--- src/rtl/fnvh_pkg.sv ---
// Package with the shared constants and types of the image content hash block.
package fnvh_pkg;

  localparam int unsigned HashW = 64;
  localparam int unsigned ByteW = 8;
  localparam int unsigned DimW  = 14;
  localparam int unsigned ApbAw = 3;
  localparam int unsigned ApbDw = 32;

  // The FNV prime is 2^40 + 0x1b3, so one mix is a shift plus a narrow product.
  localparam int unsigned PrimeShift = 40;
  localparam int unsigned PrimeLoW   = 9;
  localparam logic [PrimeLoW-1:0] PrimeLo = 9'h1b3;

  localparam logic [HashW-1:0] FnvOffset = 64'hcbf29ce484222325;
  localparam logic [HashW-1:0] HashOne   = 64'h1;

  localparam logic [DimW-1:0] DimReset = 14'd1;

  // Register indexes, taken from paddr[2].
  localparam logic RegWidth  = 1'b0;
  localparam logic RegHeight = 1'b1;

  typedef struct packed {
    logic [DimW-1:0] width;
    logic [DimW-1:0] height;
  } fnvh_dims_t;

endpackage

--- src/rtl/fnvh_mix_unit.sv ---
// Shared FNV-1a mixing step: XOR one byte into the hash and multiply by the prime.
module fnvh_mix_unit (
  input  logic [fnvh_pkg::HashW-1:0] hash_i,
  input  logic [fnvh_pkg::ByteW-1:0] byte_i,
  output logic [fnvh_pkg::HashW-1:0] hash_o
);

  localparam int unsigned ProdW = fnvh_pkg::HashW + fnvh_pkg::PrimeLoW;

  logic [fnvh_pkg::HashW-1:0] mixed;
  logic [ProdW-1:0]           prod_lo;

  assign mixed   = hash_i ^ {{(fnvh_pkg::HashW-fnvh_pkg::ByteW){1'b0}}, byte_i};
  assign prod_lo = ProdW'(mixed) * ProdW'(fnvh_pkg::PrimeLo);
  assign hash_o  = (mixed << fnvh_pkg::PrimeShift) + prod_lo[fnvh_pkg::HashW-1:0];

endmodule

--- src/rtl/fnvh_cfg_regs.sv ---
// APB register file holding the image width and height.
module fnvh_cfg_regs (
  input  logic                       clk_i,
  input  logic                       rst_ni,
  input  logic                       psel,
  input  logic                       penable,
  input  logic                       pwrite,
  input  logic [fnvh_pkg::ApbAw-1:0] paddr,
  input  logic [fnvh_pkg::ApbDw-1:0] pwdata,
  output logic [fnvh_pkg::ApbDw-1:0] prdata,
  output logic                       pready,
  output fnvh_pkg::fnvh_dims_t       dims_o
);

  logic [fnvh_pkg::DimW-1:0] width_q, width_d;
  logic [fnvh_pkg::DimW-1:0] height_q, height_d;
  logic                      wr_en;

  assign pready = 1'b1;
  assign wr_en  = psel & penable & pwrite;

  always_comb begin
    width_d  = width_q;
    height_d = height_q;
    if (wr_en) begin
      unique case (paddr[2])
        fnvh_pkg::RegWidth:  width_d  = pwdata[fnvh_pkg::DimW-1:0];
        fnvh_pkg::RegHeight: height_d = pwdata[fnvh_pkg::DimW-1:0];
        default: ;
      endcase
    end
  end

  always_ff @(posedge clk_i or negedge rst_ni) begin
    if (!rst_ni) begin
      width_q  <= fnvh_pkg::DimReset;
      height_q <= fnvh_pkg::DimReset;
    end else begin
      width_q  <= width_d;
      height_q <= height_d;
    end
  end

  always_comb begin
    unique case (paddr[2])
      fnvh_pkg::RegWidth:  prdata = {{(fnvh_pkg::ApbDw-fnvh_pkg::DimW){1'b0}}, width_q};
      fnvh_pkg::RegHeight: prdata = {{(fnvh_pkg::ApbDw-fnvh_pkg::DimW){1'b0}}, height_q};
      default:             prdata = '0;
    endcase
  end

  assign dims_o.width  = width_q;
  assign dims_o.height = height_q;

endmodule

--- src/rtl/image_content_fnv1a_hash_top.sv ---
// Top level of the image content hash: sequencer around one shared FNV-1a mix unit.
//
//   channel | direction | handshake               | payload
//   --------+-----------+-------------------------+---------------------------
//   input   | in        | in_valid_i / in_stall_o | pixel_byte_i, last_byte_i
//   output  | out       | out_valid_o/out_stall_i | image_hash_o
//   config  | in        | APB psel/penable/pready | paddr, pwdata, prdata
//
// Inside a frame each byte is mixed in its accepting cycle; one byte per cycle when not stalled.
// For the first byte of a frame, its accepting cycle seeds the hash, then
// the single mix unit folds in the eight dimension bytes and the pixel byte, one per
// cycle, while the input stalls.
// Reset clears the frame flag and the sequencer; the dimension registers reset to one.
// Input also stalls while a finished hash waits under output stall.
module image_content_fnv1a_hash_top (
  input  logic                       clk_i,
  input  logic                       rst_ni,
  input  logic                       in_valid_i,
  output logic                       in_stall_o,
  input  logic [fnvh_pkg::ByteW-1:0] pixel_byte_i,
  input  logic                       last_byte_i,
  output logic                       out_valid_o,
  input  logic                       out_stall_i,
  output logic [fnvh_pkg::HashW-1:0] image_hash_o,
  input  logic                       psel,
  input  logic                       penable,
  input  logic                       pwrite,
  input  logic [fnvh_pkg::ApbAw-1:0] paddr,
  input  logic [fnvh_pkg::ApbDw-1:0] pwdata,
  output logic [fnvh_pkg::ApbDw-1:0] prdata,
  output logic                       pready
);

  localparam logic [1:0] ST_IDLE = 2'd0;
  localparam logic [1:0] ST_DIM  = 2'd1;
  localparam logic [1:0] ST_PIX  = 2'd2;

  localparam logic [2:0] DimLast = 3'd7;

  fnvh_pkg::fnvh_dims_t dims;

  logic [1:0]                 state_q, state_d;
  logic [2:0]                 cnt_q, cnt_d;
  logic                       in_frame_q, in_frame_d;
  logic [fnvh_pkg::HashW-1:0] hash_q, hash_d;
  logic [fnvh_pkg::ByteW-1:0] byte_q, byte_d;
  logic                       last_q, last_d;
  logic                       out_valid_q, out_valid_d;
  logic [fnvh_pkg::HashW-1:0] out_hash_q, out_hash_d;

  logic [fnvh_pkg::ByteW-1:0] mix_byte;
  logic [fnvh_pkg::HashW-1:0] mix_hash;
  logic [fnvh_pkg::DimW-1:0]  dim_word;
  logic [fnvh_pkg::ByteW-1:0] dim_byte;
  logic                       in_accept;
  logic                       out_load;

  fnvh_cfg_regs u_cfg (
    .clk_i   (clk_i),
    .rst_ni  (rst_ni),
    .psel    (psel),
    .penable (penable),
    .pwrite  (pwrite),
    .paddr   (paddr),
    .pwdata  (pwdata),
    .prdata  (prdata),
    .pready  (pready),
    .dims_o  (dims)
  );

  // Width bytes first, then height; the upper two bytes of each are always zero.
  assign dim_word = cnt_q[2] ? dims.height : dims.width;

  always_comb begin
    case (cnt_q[1:0])
      2'd0:    dim_byte = dim_word[fnvh_pkg::ByteW-1:0];
      2'd1:    dim_byte = {{(2*fnvh_pkg::ByteW-fnvh_pkg::DimW){1'b0}},
                           dim_word[fnvh_pkg::DimW-1:fnvh_pkg::ByteW]};
      default: dim_byte = '0;
    endcase
  end

  always_comb begin
    unique case (state_q)
      ST_DIM:  mix_byte = dim_byte;
      ST_PIX:  mix_byte = byte_q;
      default: mix_byte = pixel_byte_i;
    endcase
  end

  fnvh_mix_unit u_mix (
    .hash_i (hash_q),
    .byte_i (mix_byte),
    .hash_o (mix_hash)
  );

  assign in_stall_o = (state_q != ST_IDLE) | (out_valid_q & out_stall_i);
  assign in_accept  = in_valid_i & ~in_stall_o;

  always_comb begin
    state_d    = state_q;
    cnt_d      = cnt_q;
    in_frame_d = in_frame_q;
    hash_d     = hash_q;
    byte_d     = byte_q;
    last_d     = last_q;
    out_load   = 1'b0;

    unique case (state_q)
      ST_IDLE: begin
        if (in_accept) begin
          if (in_frame_q) begin
            hash_d = mix_hash;
            if (last_byte_i) begin
              out_load   = 1'b1;
              in_frame_d = 1'b0;
            end
          end else begin
            // Frame start: seed the hash and hold the byte until the dimensions are in.
            hash_d  = fnvh_pkg::FnvOffset;
            byte_d  = pixel_byte_i;
            last_d  = last_byte_i;
            cnt_d   = '0;
            state_d = ST_DIM;
          end
        end
      end
      ST_DIM: begin
        hash_d = mix_hash;
        cnt_d  = cnt_q + 3'd1;
        if (cnt_q == DimLast) begin
          state_d = ST_PIX;
        end
      end
      ST_PIX: begin
        hash_d     = mix_hash;
        state_d    = ST_IDLE;
        out_load   = last_q;
        in_frame_d = ~last_q;
      end
      default: state_d = ST_IDLE;
    endcase
  end

  always_comb begin
    out_valid_d = out_valid_q & out_stall_i;
    out_hash_d  = out_hash_q;
    if (out_load) begin
      out_valid_d = 1'b1;
      out_hash_d  = (mix_hash == '0) ? fnvh_pkg::HashOne : mix_hash;
    end
  end

  always_ff @(posedge clk_i or negedge rst_ni) begin
    if (!rst_ni) begin
      state_q     <= ST_IDLE;
      cnt_q       <= '0;
      in_frame_q  <= 1'b0;
      out_valid_q <= 1'b0;
    end else begin
      state_q     <= state_d;
      cnt_q       <= cnt_d;
      in_frame_q  <= in_frame_d;
      out_valid_q <= out_valid_d;
    end
  end

  always_ff @(posedge clk_i) begin
    hash_q     <= hash_d;
    byte_q     <= byte_d;
    last_q     <= last_d;
    out_hash_q <= out_hash_d;
  end

  assign out_valid_o  = out_valid_q;
  assign image_hash_o = out_hash_q;

`ifndef SYNTHESIS
  a_dim_to_pix: assert property (@(posedge clk_i) disable iff (!rst_ni)
    (state_q == ST_DIM && cnt_q == DimLast) |=> (state_q == ST_PIX))
    else $error("dimension sweep did not hand over to the pixel byte");

  a_pix_done: assert property (@(posedge clk_i) disable iff (!rst_ni)
    (state_q == ST_PIX) |=> (state_q == ST_IDLE && in_frame_q == !$past(last_q)))
    else $error("frame flag wrong after the first byte of a frame");

  a_result_source: assert property (@(posedge clk_i) disable iff (!rst_ni)
    $rose(out_valid_o) |-> ($past(state_q == ST_PIX && last_q) ||
                            $past(in_accept && last_byte_i && in_frame_q)))
    else $error("result appeared without a request marked last");
`endif

endmodule

--- config.mk ---
export PLATFORM = sky130hd
export DESIGN_NAME = image_content_fnv1a_hash_top
export DESIGN_NICKNAME = d
export VERILOG_FILES = /design/src/rtl/fnvh_pkg.sv /design/src/rtl/fnvh_mix_unit.sv /design/src/rtl/fnvh_cfg_regs.sv /design/src/rtl/image_content_fnv1a_hash_top.sv
export SDC_FILE = /design/constraint.sdc
export NUM_CORES = 1
export LEC_CHECK = 0
export ABC_CLOCK_PERIOD_IN_PS = 20000
export BUFFER_PORTS_ARGS = -buffer_cell sky130_fd_sc_hd__buf_2
export CAP_MARGIN = 20
export CORE_UTILIZATION = 55
export CTS_BUF_LIST = sky130_fd_sc_hd__clkbuf_4 sky130_fd_sc_hd__clkbuf_8 sky130_fd_sc_hd__clkbuf_16
export DETAILED_ROUTE_END_ITERATION = 7
export HOLD_SLACK_MARGIN = 0.02
export PLACE_DENSITY = 0.74
export SYNTH_ARGS = -nofsm -noshare
export SYNTH_HDL_FRONTEND = slang
export SYNTH_SLANG_ARGS = --single-unit
--- constraint.sdc ---
create_clock -name clk_i -period 20 [get_ports clk_i]
set_clock_uncertainty 0.15 [all_clocks]
set_input_delay 1 -clock clk_i [delete_from_list [all_inputs] [get_ports clk_i]]
set_output_delay 1 -clock clk_i [all_outputs]
set_load 0.05 [all_outputs]
==> implementation parameters, run 1 <==
Parameter                              Value

Critical path
  Endpoint of the worst register-to-register path    image_hash_o[1]$_SDFFCE_PN0P_
  R2r worst-path depth    26
  R2r startpoint    state_q[0]$_DFFE_PN0P_
  Worst Setup End Kind    register
  Crit path DAT    9.23 ns
  Worst Setup Path Type    reg -> reg
  Capturing element of the worst setup path    image_hash_o[1]$_SDFFCE_PN0P_
  Worst setup startpoint    state_q[0]$_DFFE_PN0P_
  Required @ worst endpoint    20.06 ns
  Setup slack on the worst flop-to-flop path    10.82 ns
  Critical path startpoint category    register
  Largest fanout on the critical path    19

Routing
  Overall routed net length    48000 µm
  DRC viols    0
  Detail Route Antenna Nets    0
  First-pass iteration count of the detailed router    5
  Per-cell via count in the routed design    5.67
  Count of vias placed by the detailed router    13300
  Average routed wire per standard cell    20.5 µm
  Number of violations reported at the end of detailed-routing iteration 0    843

Global routing
  Number of global-route vias before repair    13800
  Initial antenna violation count    1
  First-pass GRT wire length    75600 µm
  Pin count of the biggest net entering global routing    65
  GR Util All Layers    0.286
  Total gr overflow    0

Timing
  Final setup TNS    0 ns
  Worst slew margin    0.370
  Share of the cycle needed by the critical path after routing    0.459
  Finish-stage setup viols    0
  Peak Freq    109 MHz
  Pins over their slew limit    0
  Min Clock Period, post-route    9.18 ns
  Hold Vio Cnt, Final    0
  Worst-Margin Slew    0.938 ns
  Unrepaired setup endpoints after global routing    no

Run
  Number of maximum-capacitance violations    0

CTS
  Clock latency on the worst-skew pair    0.46 ns
  Count of H-tree levels built during CTS    4
  Worst-case clock buffer depth    2
  # Post-CTS Setup Buffers    0
  CTS Buf Count    17
  Clock transition at path regs    0.08 ns
  Clock sink total    172
  CTS tree    done
  Clk root buf    sky130_fd_sc_hd__clkbuf_16
  Resize count post-CTS    0
  Hold-fix buffers at CTS    0

Synthesis
  Netlist area before placement    18800 µm²
  Top post-synthesis cells by area    sky130_fd_sc_hd__fa_1 (25%), sky130_fd_sc_hd__edfxtp_1 (22%), sky130_fd_sc_hd__ha_1 (12%)
  Post-synthesis async set-or-reset flop share    0.203
  Mean cell area of the mapped netlist    10.4 µm²
  Leading cell types by count after synthesis    sky130_fd_sc_hd__inv_1 (363), sky130_fd_sc_hd__fa_1 (237), sky130_fd_sc_hd__ha_1 (183)
  Number of flops mapped to enable cells by yosys    137
  Number of synthesis warnings    0
  Most frequently used cell type in the post-synthesis netlist    sky130_fd_sc_hd__inv_1
  Largest area contributor in the synthesized netlist    sky130_fd_sc_hd__fa_1
  Instance count of the mapped netlist    1803
  Total of flip-flops plus latches after synthesis    172
  Top_reg_cell synth    sky130_fd_sc_hd__edfxtp_1
  Part of the Yosys area used for sequential elements    0.265
  Number of distinct library cells after synthesis    79
  Yosys top cell area share    0.252

Floorplan
  Area of the placeable core    33600 µm²
  Area of the die    34900 µm²
  Top-Level Pins    150
  Horiz. Die Dim    187 µm
  Chip height    187 µm
  Number of placement rows    67
  Initial Util    0.560

Place
  Count of input and output buffers    110
  HPWL after detailed placement    40200 µm
  Placer's final routability congestion estimate    1.03
  Post-Place Cells    2308

Layout
  P&R area growth vs syn    7.75%
  Final Util    0.603
  Number of nets in the final layout    2350
  Fraction of final layout cells with drive strength greater than 1    0.131
  Final cell count without fillers    2341

Hold path
  Kind of path behind the tightest hold check    reg -> reg

Run status
  Result of the run    finished, final reports clean
## metrics by stage
stage,setup slack [ns],hold slack [ns],area (µm²)
2_1_floorplan,12.76,0.294,18900
3_3_place_gp,11.12,0.325,19600
3_5_place_dp,11.18,0.355,19600
4_1_cts,11.11,0.359,20300
5_1_grt,10.56,0.364,20300
6_report,10.82,0.347,20300
## cell type report
type                    count  area [µm²]
clock inverters            15         209
inverters                 363        1360
fillers                  2762       13300
diodes                      1        2.50
well taps                 448         561
flip-flops and latches    172        4990
repair buffers            114         581
clock buffers              17         425
multi-input cells        1211       12100
## flip-flops by register name (all words and copies together), names as in the netlist
name	count
in_frame_q	1
hash_q	64
u_cfg.width_q	14
cnt_q	3
u_cfg.height_q	14
state_q	2
out_valid_o	1
byte_q	8
image_hash_o	64
last_q	1
## metal layers
layer	GRT usage	vias up	routed length, µm
li1	-	6111	-
met4	0.110	2	1860
met2	0.459	527	22500
met3	0.0540	97	3220
met1	0.386	6540	20400
met5	0	-	15
## logic make-up (layout without fill, tap and decap cells)
kind of cell	after synthesis	in the layout	share of synthesized area
multiplexers	59	59	0.0347
XOR/XNOR	86	86	0.0404
AND/OR/NAND/NOR	351	351	0.0945
AO/OA/AOI/OAI	276	276	0.0973
other	2	20	0.000399
buffers and inverters	437	509	0.0934
flip-flops	172	172	0.265
adder cells (fa/ha/maj)	420	420	0.374
## worst min-delay path by stage
stage                     startpoint                     end  slack [ns]  cells after the start
floorplan           last_q$_DFFE_PP_  in_frame_q$_DFFE_PN0P_        0.29                      1
global placement    last_q$_DFFE_PP_  in_frame_q$_DFFE_PN0P_        0.32                      1
detailed placement  last_q$_DFFE_PP_  in_frame_q$_DFFE_PN0P_        0.36                      1
CTS                 last_q$_DFFE_PP_  in_frame_q$_DFFE_PN0P_        0.36                      1
global route        last_q$_DFFE_PP_  in_frame_q$_DFFE_PN0P_        0.36                      1
finish              last_q$_DFFE_PP_  in_frame_q$_DFFE_PN0P_        0.35                      1
## placed cells by master (no fill, tap or decap), drive strengths merged, types with 27 or more instances in the layout
master,count
a21oi,88
o21ai,63
ha,183
fa,237
mux2,50
xor2,33
inv,372
nand2,110
dfrtp,33
nor2,67
xnor2,53
buf,114
and2,27
edfxtp,137
nand4,31
## worst max-delay path: stages, from the launching register on
cell	delay (ns)
sky130_fd_sc_hd__dfrtp_1	0.38
sky130_fd_sc_hd__inv_1	0.07
sky130_fd_sc_hd__ha_1	0.61
sky130_fd_sc_hd__nor2_1	0.15
sky130_fd_sc_hd__nor3_1	0.22
sky130_fd_sc_hd__nor3_1	0.13
sky130_fd_sc_hd__xnor2_1	0.75
sky130_fd_sc_hd__ha_1	0.41
sky130_fd_sc_hd__xor2_1	0.45
sky130_fd_sc_hd__inv_1	0.10
sky130_fd_sc_hd__ha_1	0.20
sky130_fd_sc_hd__or2_2	0.31
sky130_fd_sc_hd__fa_1	0.42
sky130_fd_sc_hd__fa_1	0.49
sky130_fd_sc_hd__ha_1	0.29
sky130_fd_sc_hd__ha_1	0.43
sky130_fd_sc_hd__a21oi_2	0.13
sky130_fd_sc_hd__nor3_1	0.36
sky130_fd_sc_hd__o211ai_2	0.22
sky130_fd_sc_hd__a311oi_1	0.45
sky130_fd_sc_hd__or3_1	0.25
sky130_fd_sc_hd__a211oi_1	0.22
sky130_fd_sc_hd__a311oi_1	0.49
sky130_fd_sc_hd__nand4_1	0.34
sky130_fd_sc_hd__nor4_1	0.32
sky130_fd_sc_hd__nand4_1	0.29
sky130_fd_sc_hd__and2_1	0.26
Power of run 1 is left out: the tool's default activity adds up to more than one toggle a clock period on the data nets, which glitch-free logic cannot reach.
==> run 2: changes to the inputs <==
--- a/config.mk
+++ b/config.mk
@@ -5,14 +5,15 @@
 export SDC_FILE = /design/constraint.sdc
 export NUM_CORES = 1
 export LEC_CHECK = 0
-export ABC_CLOCK_PERIOD_IN_PS = 20000
+export ABC_AREA = 1
+export ABC_CLOCK_PERIOD_IN_PS = 7500
 export BUFFER_PORTS_ARGS = -buffer_cell sky130_fd_sc_hd__buf_2
 export CAP_MARGIN = 20
 export CORE_UTILIZATION = 55
 export CTS_BUF_LIST = sky130_fd_sc_hd__clkbuf_4 sky130_fd_sc_hd__clkbuf_8 sky130_fd_sc_hd__clkbuf_16
 export DETAILED_ROUTE_END_ITERATION = 7
 export HOLD_SLACK_MARGIN = 0.02
-export PLACE_DENSITY = 0.74
+export PLACE_DENSITY = 0.77
 export SYNTH_ARGS = -nofsm -noshare
 export SYNTH_HDL_FRONTEND = slang
 export SYNTH_SLANG_ARGS = --single-unit
==> constraint.sdc (replaced) <==
create_clock -name clk_i -period 7.5 [get_ports clk_i]
set_clock_uncertainty 0.15 [all_clocks]
set_input_delay 0.375 -clock clk_i [delete_from_list [all_inputs] [get_ports clk_i]]
set_output_delay 0.375 -clock clk_i [all_outputs]
set_load 0.05 [all_outputs]
==> run 2 against run 1 <==
  * Count of clock-buffer cells in the layout stayed put
  * Die area is 8.4% higher
  * Wire length increased by 31%
  * Sequential cell count did not move
  * Fmax rose by 27%
  * Final cell count rose by 36%
  * Via count up 27%
  * Worst setup slack got worse by 11 ns
==> implementation parameters, run 2 <==
Parameter                              Value

Critical path
  Crit path DAT    7.28 ns (-1.95 ns)
  R2r startpoint    state_q[0]$_DFFE_PN0P_
  Most used cell along the critical path    sky130_fd_sc_hd__nand2_1
  Worst setup startpoint    state_q[0]$_DFFE_PN0P_
  Required @ worst endpoint    7.57 ns (-12.49 ns)
  Critical path startpoint category    register
  Worst Setup End Kind    register
  Capturing element of the worst setup path    image_hash_o[1]$_SDFFCE_PN0P_
  Library cell contributing the largest single delay on the critical path    sky130_fd_sc_hd__fa_1
  Setup slack on the worst flop-to-flop path    0.29 ns (-10.53 ns)
  Endpoint of the worst register-to-register path    image_hash_o[1]$_SDFFCE_PN0P_
  R2r worst-path depth    37 (+42%)
  Dominant delay contributor by cell family on the critical path    adder cells
  Maximum single-stage delay on the critical path    0.57 ns (-0.18 ns)
  Largest fanout on the critical path    12 (-7)
  Worst Setup Path Type    reg -> reg
  WP depth    37 (+42%)
  CP Buf/Inv Count    7 (+5)

Synthesis
  Post-synthesis async set-or-reset flop share    0.203 (unchanged)
  Instance count of the mapped netlist    2542 (+41%)
  Top post-synthesis cells by area    sky130_fd_sc_hd__fa_1 (23%), sky130_fd_sc_hd__edfxtp_1 (20%), sky130_fd_sc_hd__inv_1 (13%)
  Number of synthesis warnings    0 (unchanged)
  Number of flops mapped to enable cells by yosys    137 (unchanged)
  Compound-cell area share of the yosys netlist    0.0473 (-0.0500)
  Top_reg_cell synth    sky130_fd_sc_hd__edfxtp_1
  Xor and xnor area share after synthesis    0.0257 (-0.0148)
  Leading cell types by count after synthesis    sky130_fd_sc_hd__inv_1 (683), sky130_fd_sc_hd__nand2_1 (662), sky130_fd_sc_hd__fa_1 (237)
  Mean cell area of the mapped netlist    8.03 µm² (-23%)
  Largest area contributor in the synthesized netlist    sky130_fd_sc_hd__fa_1
  Most frequently used cell type in the post-synthesis netlist    sky130_fd_sc_hd__inv_1
  Yosys top cell area share    0.232 (-0.0198)
  Share of synthesized area spent on multiplexers    0 (-0.0347)
  Netlist area before placement    20400 µm² (+8.5%)
  Post-synthesis adder-cell area fraction    0.345 (-0.0294)
  Dominant combinational cell family by area after synthesis    adder cells
  Number of distinct library cells after synthesis    47 (-41%)
  Share of synthesized cell area in and, or, nand and nor gates    0.200 (+0.105)
  Total of flip-flops plus latches after synthesis    172 (unchanged)
  Part of the Yosys area used for sequential elements    0.245 (-0.0208)

Floorplan
  Top-Level Pins    150 (unchanged)
  Horiz. Die Dim    195 µm (+4.1%)
  Initial Util    0.558 (-0.00199)
  Area of the die    37900 µm² (+8.4%)
  Area of the placeable core    36600 µm² (+8.9%)
  Chip height    195 µm (+4.1%)
  Number of placement rows    70 (+4.5%)

Routing
  Count of vias placed by the detailed router    16900 (+27%)
  DRC viols    0 (unchanged)
  Per-cell via count in the routed design    5.30 (-6.5%)
  Detail Route Antenna Nets    0 (unchanged)
  Number of violations reported at the end of detailed-routing iteration 0    1540 (+83%)
  First-pass iteration count of the detailed router    6 (+1)
  Overall routed net length    62900 µm (+31%)
  Average routed wire per standard cell    19.7 µm (-3.8%)

Layout
  Most frequent cells in the layout    sky130_fd_sc_hd__inv_1 (683), sky130_fd_sc_hd__nand2_1 (662), sky130_fd_sc_hd__fa_1 (237), sky130_fd_sc_hd__ha_1 (181), sky130_fd_sc_hd__nor2_1 (147)
  Multi-input logic area    12700 µm² (+4.9%)
  Flip-flop and latch area    4990 µm² (unchanged)
  Leading cell type in the layout, fill and taps excluded    sky130_fd_sc_hd__inv_1
  Fillers    3264 (+18%)
  Fraction of final layout cells with drive strength greater than 1    0.0874 (-0.0436)
  Post-route cell area    22500 µm² (+11%)
  P&R area growth vs syn    10.3%
  Number of nets in the final layout    3180 (+35%)
  Number of diodes added for antenna fixing    0 (-1)

Global routing
  Initial antenna violation count    1 (unchanged)
  First-pass GRT wire length    96800 µm (+28%)
  Total gr overflow    0 (unchanged)
  GR Util All Layers    0.346 (+0.0597)
  Number of global-route vias before repair    16800 (+22%)
  Pin count of the biggest net entering global routing    40 (-38%)

CTS
  Clock latency on the worst-skew pair    0.47 ns (about the same)
  Count of H-tree levels built during CTS    4 (unchanged)
  CTS tree    done
  Clock sink total    172 (unchanged)
  Clock transition at path regs    0.08 ns (about the same)
  Worst-case clock buffer depth    2 (unchanged)
  CTS Buf Count    17 (unchanged)
  Clk root buf    sky130_fd_sc_hd__clkbuf_16

Run
  Number of maximum-capacitance violations    0 (unchanged)

Timing
  Pins over their slew limit    0 (unchanged)
  Hold Vio Cnt, Final    0 (unchanged)
  Peak Freq    139 MHz (+27%)
  Worst slew margin    0.399 (+0.0287)
  Min Clock Period, post-route    7.21 ns (-1.97 ns)
  Share of the cycle needed by the critical path after routing    0.961 (+0.502)
  Worst-Margin Slew    0.899 ns (-0.0396 ns)
  Finish-stage setup viols    0 (unchanged)

Place
  Area after detailed placement    21700 µm² (+11%)
  Placer's final routability congestion estimate    1.07 (+3.6%)
  HPWL after detailed placement    53900 µm (+34%)
  Count of input and output buffers    110 (unchanged)

Hold path
  Worst hold start    pwdata[3]
  Kind of path behind the tightest hold check    in -> reg

Run status
  Result of the run    finished, final reports clean
-- run 2: changes by cell type after synthesis, sizes merged, moves of 22 or more --
cell,delta
inv,+323
mux2,-50
nand2,+562
nand3,+79
nor2,+93
xnor2,-22
-- run 2: cells by family after synthesis --
logic type | after synthesis
buffers and inverters | 727
adder cells (fa/ha/maj) | 420
XOR/XNOR | 59
AND/OR/NAND/NOR | 987
flip-flops | 172
other | 2
AO/OA/AOI/OAI | 175
-- run 2: what timing repair did --
action                     in CTS  in global routing
buffers inserted                0                  2
hold buffers                   16                  0
resized for setup               0                  4
setup endpoints to repair       0                  2
hold endpoints to repair       51                  0
-- run 2: cell type report --
| cell class | instances | share of cell area |
|---|---|---|
| multi-input combinational | 1660 | 0.565 |
| clock buffer | 17 | 0.0189 |
| clock inverter | 15 | 0.00644 |
| sequential | 172 | 0.222 |
| tap | 468 | 0.0260 |
| timing repair buffer | 172 | 0.0474 |
| inverter | 686 | 0.114 |
-- run 2: how the worst min path moves through the flow --
| stage | endpoint | depth (start not counted) |
|---|---|---|
| after detailed placement | u_cfg.width_q[3]$_DFFE_PN0P_ | 2 |
| after global routing | u_cfg.width_q[1]$_DFFE_PN0P_ | 3 |
| final | u_cfg.width_q[3]$_DFFE_PN0P_ | 3 |
| after global placement | u_cfg.width_q[13]$_DFFE_PN0P_ | 2 |
| after floorplan | cnt_q[0]$_DFFE_PN0P_ | 0 |
| after CTS | u_cfg.height_q[3]$_DFFE_PN0P_ | 3 |
-- run 2: worst register-to-register path, delay by kind of cell, from the launching register on --
kind,cells,cell delay [ns]
AOI/OAI and AO/OA,2,0.28
xor gates and xnor gates,2,0.46
adders and majority gates,7,2.67
buffers and inverters,7,0.88
DFF,1,0.37
and+or+nand+nor,19,2.16
-- run 2: metal layers --
layer / global-route usage / share of wire / vias up
met5: 0 / 0 / -
met4: 0.114 / 0.031 / 0
met3: 0.0555 / 0.083 / 79
met2: 0.532 / 0.44 / 692
met1: 0.499 / 0.44 / 8193
li1: - / - / 7955
-- run 2: metrics by stage --
stage | hold slack [ns] | setup TNS [ns] | std cells | util | setup WS, ns
6_report | 0.0325 | 0 | 3190 | 0.615 | 0.293
5_1_grt | 0.0368 | -0.00895 | 3190 | 0.615 | -0.00895
4_1_cts | 0.0202 | 0 | 3187 | 0.614 | 0.259
3_5_place_dp | 0.326 | 0 | 3139 | 0.594 | 0.298
3_3_place_gp | 0.316 | 0 | 3139 | 0.594 | 0.445
2_1_floorplan | -0.0706 | 0 | 2559 | - | 1.36
Power of run 2 is left out for the same reason.
==> run 3: changes to the inputs <==
--- a/config.mk
+++ b/config.mk
@@ -10,7 +10,7 @@
 export BUFFER_PORTS_ARGS = -buffer_cell sky130_fd_sc_hd__buf_2
 export CAP_MARGIN = 20
 export CORE_UTILIZATION = 55
-export CTS_BUF_LIST = sky130_fd_sc_hd__clkbuf_4 sky130_fd_sc_hd__clkbuf_8 sky130_fd_sc_hd__clkbuf_16
+export CTS_BUF_LIST = sky130_fd_sc_hd__clkbuf_4 sky130_fd_sc_hd__clkbuf_8
 export DETAILED_ROUTE_END_ITERATION = 7
 export HOLD_SLACK_MARGIN = 0.02
 export PLACE_DENSITY = 0.77
==> run 3 against run 2 <==
  * Via count decreased by 0.43%
  * Wire length decreased by 0.55%
  * Final area decreased by 0.36%
  * Register-to-register slack improved by 0.04 ns
  * Critical path depth decreased by 4
  * Worst hold slack improved by 0.22 ns
  * Final cell count increased by 0.28%
  * Largest cell class unchanged
  * Utilization decreased by 0.22 points
  * Die area unchanged
  * Sequential cell count unchanged
  * Global-route usage decreased by 0.10 points
  * Non-clock buffer count increased by 9
==> implementation parameters, run 3 (same netlist as run 2, synthesis figures left out) <==
Parameter                              Value

Timing
  Finish-stage setup viols    0 (unchanged)
  Worst slew margin    0.396 (-0.00224)
  Min Clock Period, post-route    7.16 ns (-0.0435 ns)
  Hold Vio Cnt, Final    0 (unchanged)
  Share of the cycle needed by the critical path after routing    0.955 (-0.00580)
  Final setup TNS    0 ns (unchanged)
  Pins over their slew limit    0 (unchanged)
  Unrepaired setup endpoints after global routing    no
  Peak Freq    140 MHz (+0.61%)
  Worst-Margin Slew    0.902 ns (+0.00335 ns)

Run status
  Result of the run    finished, final reports clean

Hold path
  Kind of path behind the tightest hold check    in -> reg

Routing
  First-pass iteration count of the detailed router    6 (unchanged)
  Count of vias placed by the detailed router    16800 (-0.43%)
  Average routed wire per standard cell    19.6 µm (-0.83%)
  Per-cell via count in the routed design    5.27 (-0.71%)
  DRC viols    0 (unchanged)
  Number of violations reported at the end of detailed-routing iteration 0    1424 (-7.5%)
  Detail Route Antenna Nets    0 (unchanged)
  Overall routed net length    62500 µm (-0.55%)

Layout
  P&R area growth vs syn    9.92%
  Number of diodes added for antenna fixing    0 (unchanged)
  Fraction of final layout cells with drive strength greater than 1    0.0879 (+0.000444)
  Number of nets in the final layout    3189 (+0.28%)
  Most frequent cells in the layout    sky130_fd_sc_hd__inv_1 (683), sky130_fd_sc_hd__nand2_1 (662), sky130_fd_sc_hd__fa_1 (237), sky130_fd_sc_hd__ha_1 (180), sky130_fd_sc_hd__nor2_1 (147)
  Final Util    0.613 (-0.00222)
  Leading cell type in the layout, fill and taps excluded    sky130_fd_sc_hd__inv_1

Critical path
  Maximum single-stage delay on the critical path    0.57 ns (about the same)
  Worst Setup End Kind    register
  Library cell contributing the largest single delay on the critical path    sky130_fd_sc_hd__fa_1
  Crit path DAT    7.30 ns (+0.02 ns)
  Worst Setup Path Type    reg -> reg
  Largest fanout on the critical path    7 (-5)
  Critical path startpoint category    register
  Required @ worst endpoint    7.64 ns (+0.07 ns)

CTS
  Count of H-tree levels built during CTS    4 (unchanged)
  Clk root buf    sky130_fd_sc_hd__clkbuf_8
  Clock transition at path regs    0.11 ns (+0.03 ns)
  CTS tree    done
  CTS Buf Count    17 (unchanged)
  Clock latency on the worst-skew pair    0.53 ns (+0.06 ns)
  Worst-case clock buffer depth    2 (unchanged)
  Clock sink total    172 (unchanged)

Global routing
  Number of global-route vias before repair    16800 (-0.042%)
  Total gr overflow    0 (unchanged)
  First-pass GRT wire length    96500 µm (-0.31%)
  GR Util All Layers    0.345 (-0.00102)
  Pin count of the biggest net entering global routing    40 (unchanged)
  Initial antenna violation count    0 (-1)

Floorplan
  Number of placement rows    70 (unchanged)
  Chip height    195 µm (unchanged)
  Initial Util    0.558 (unchanged)
  Area of the placeable core    36600 µm² (unchanged)
  Area of the die    37900 µm² (unchanged)
  Horiz. Die Dim    195 µm (unchanged)
  Top-Level Pins    150 (unchanged)

Place
  Count of input and output buffers    110 (unchanged)
  Placer's final routability congestion estimate    1.07 (unchanged)
  HPWL after detailed placement    53900 µm (unchanged)

Run
  Number of maximum-capacitance violations    0 (unchanged)
[run 3: area by class of cell]
| type | count | area (µm²) |
|---|---|---|
| sequential | 172 | 4990 |
| fill | 3270 | 14200 |
| tap | 468 | 586 |
| inverter | 686 | 2570 |
| timing repair buffer | 181 | 1160 |
| clock inverter | 15 | 145 |
| clock buffer | 17 | 234 |
| multi-input combinational | 1660 | 12800 |
[run 3: routing by layer]
layer / share of wire / vias up / track usage
li1: - / 7967 / -
met1: 0.45 / 8146 / 0.497
met2: 0.44 / 658 / 0.533
met3: 0.082 / 75 / 0.0571
met4: 0.029 / 0 / 0.106
met5: 0 / - / 0
[run 3: final timing paths]
path / to / start / depth (start not counted) / slack [ns]
max: image_hash_o[1]$_SDFFCE_PN0P_ / cnt_q[0]$_DFFE_PN0P_ / 33 / 0.34
min: out_valid_o$_DFF_PN0_ / in_valid_i / 3 / 0.26
max reg2reg: image_hash_o[1]$_SDFFCE_PN0P_ / cnt_q[0]$_DFFE_PN0P_ / 33 / 0.34
min reg2reg: u_cfg.width_q[0]$_DFFE_PN1P_ / u_cfg.width_q[0]$_DFFE_PN1P_ / 2 / 0.35
max in group asynchronous: u_cfg.width_q[10]$_DFFE_PN0P_ / rst_ni / 2 / 6.37
min in group asynchronous: u_cfg.height_q[5]$_DFFE_PN0P_ / rst_ni / 2 / 0.30
[run 3: per-stage QoR]
| stage | instance area (µm²) | worst slack (ns) | instances | hold WS, ns |
|---|---|---|---|---|
| floorplan | 20500 | 1.36 | 2559 | -0.0706 |
| global placement | 21700 | 0.445 | 3139 | 0.316 |
| detailed placement | 21700 | 0.298 | 3139 | 0.326 |
| CTS | 22400 | 0.257 | 3196 | 0.219 |
| global route | 22400 | 0.0540 | 3199 | 0.265 |
| finish | 22400 | 0.336 | 3199 | 0.255 |
[run 3: worst max-delay path, delay by kind of cell (launching register included)]
| family | cells | cell delay, ns |
|---|---|---|
| buf+inv | 4 | 0.56 |
| simple gates | 16 | 2.31 |
| flops | 1 | 0.42 |
| compound gates | 4 | 0.49 |
| fa+ha+maj | 7 | 2.51 |
| xor+xnor | 2 | 0.49 |
[run 3: repair_timing]
item | in CTS | in global routing
buffers inserted | 0 | 2
endpoints found under the hold margin | 71 | 0
resized for setup | 0 | 7
hold buffers | 25 | 0
endpoints found under the setup margin | 0 | 2
Power of run 3 is left out for the same reason.
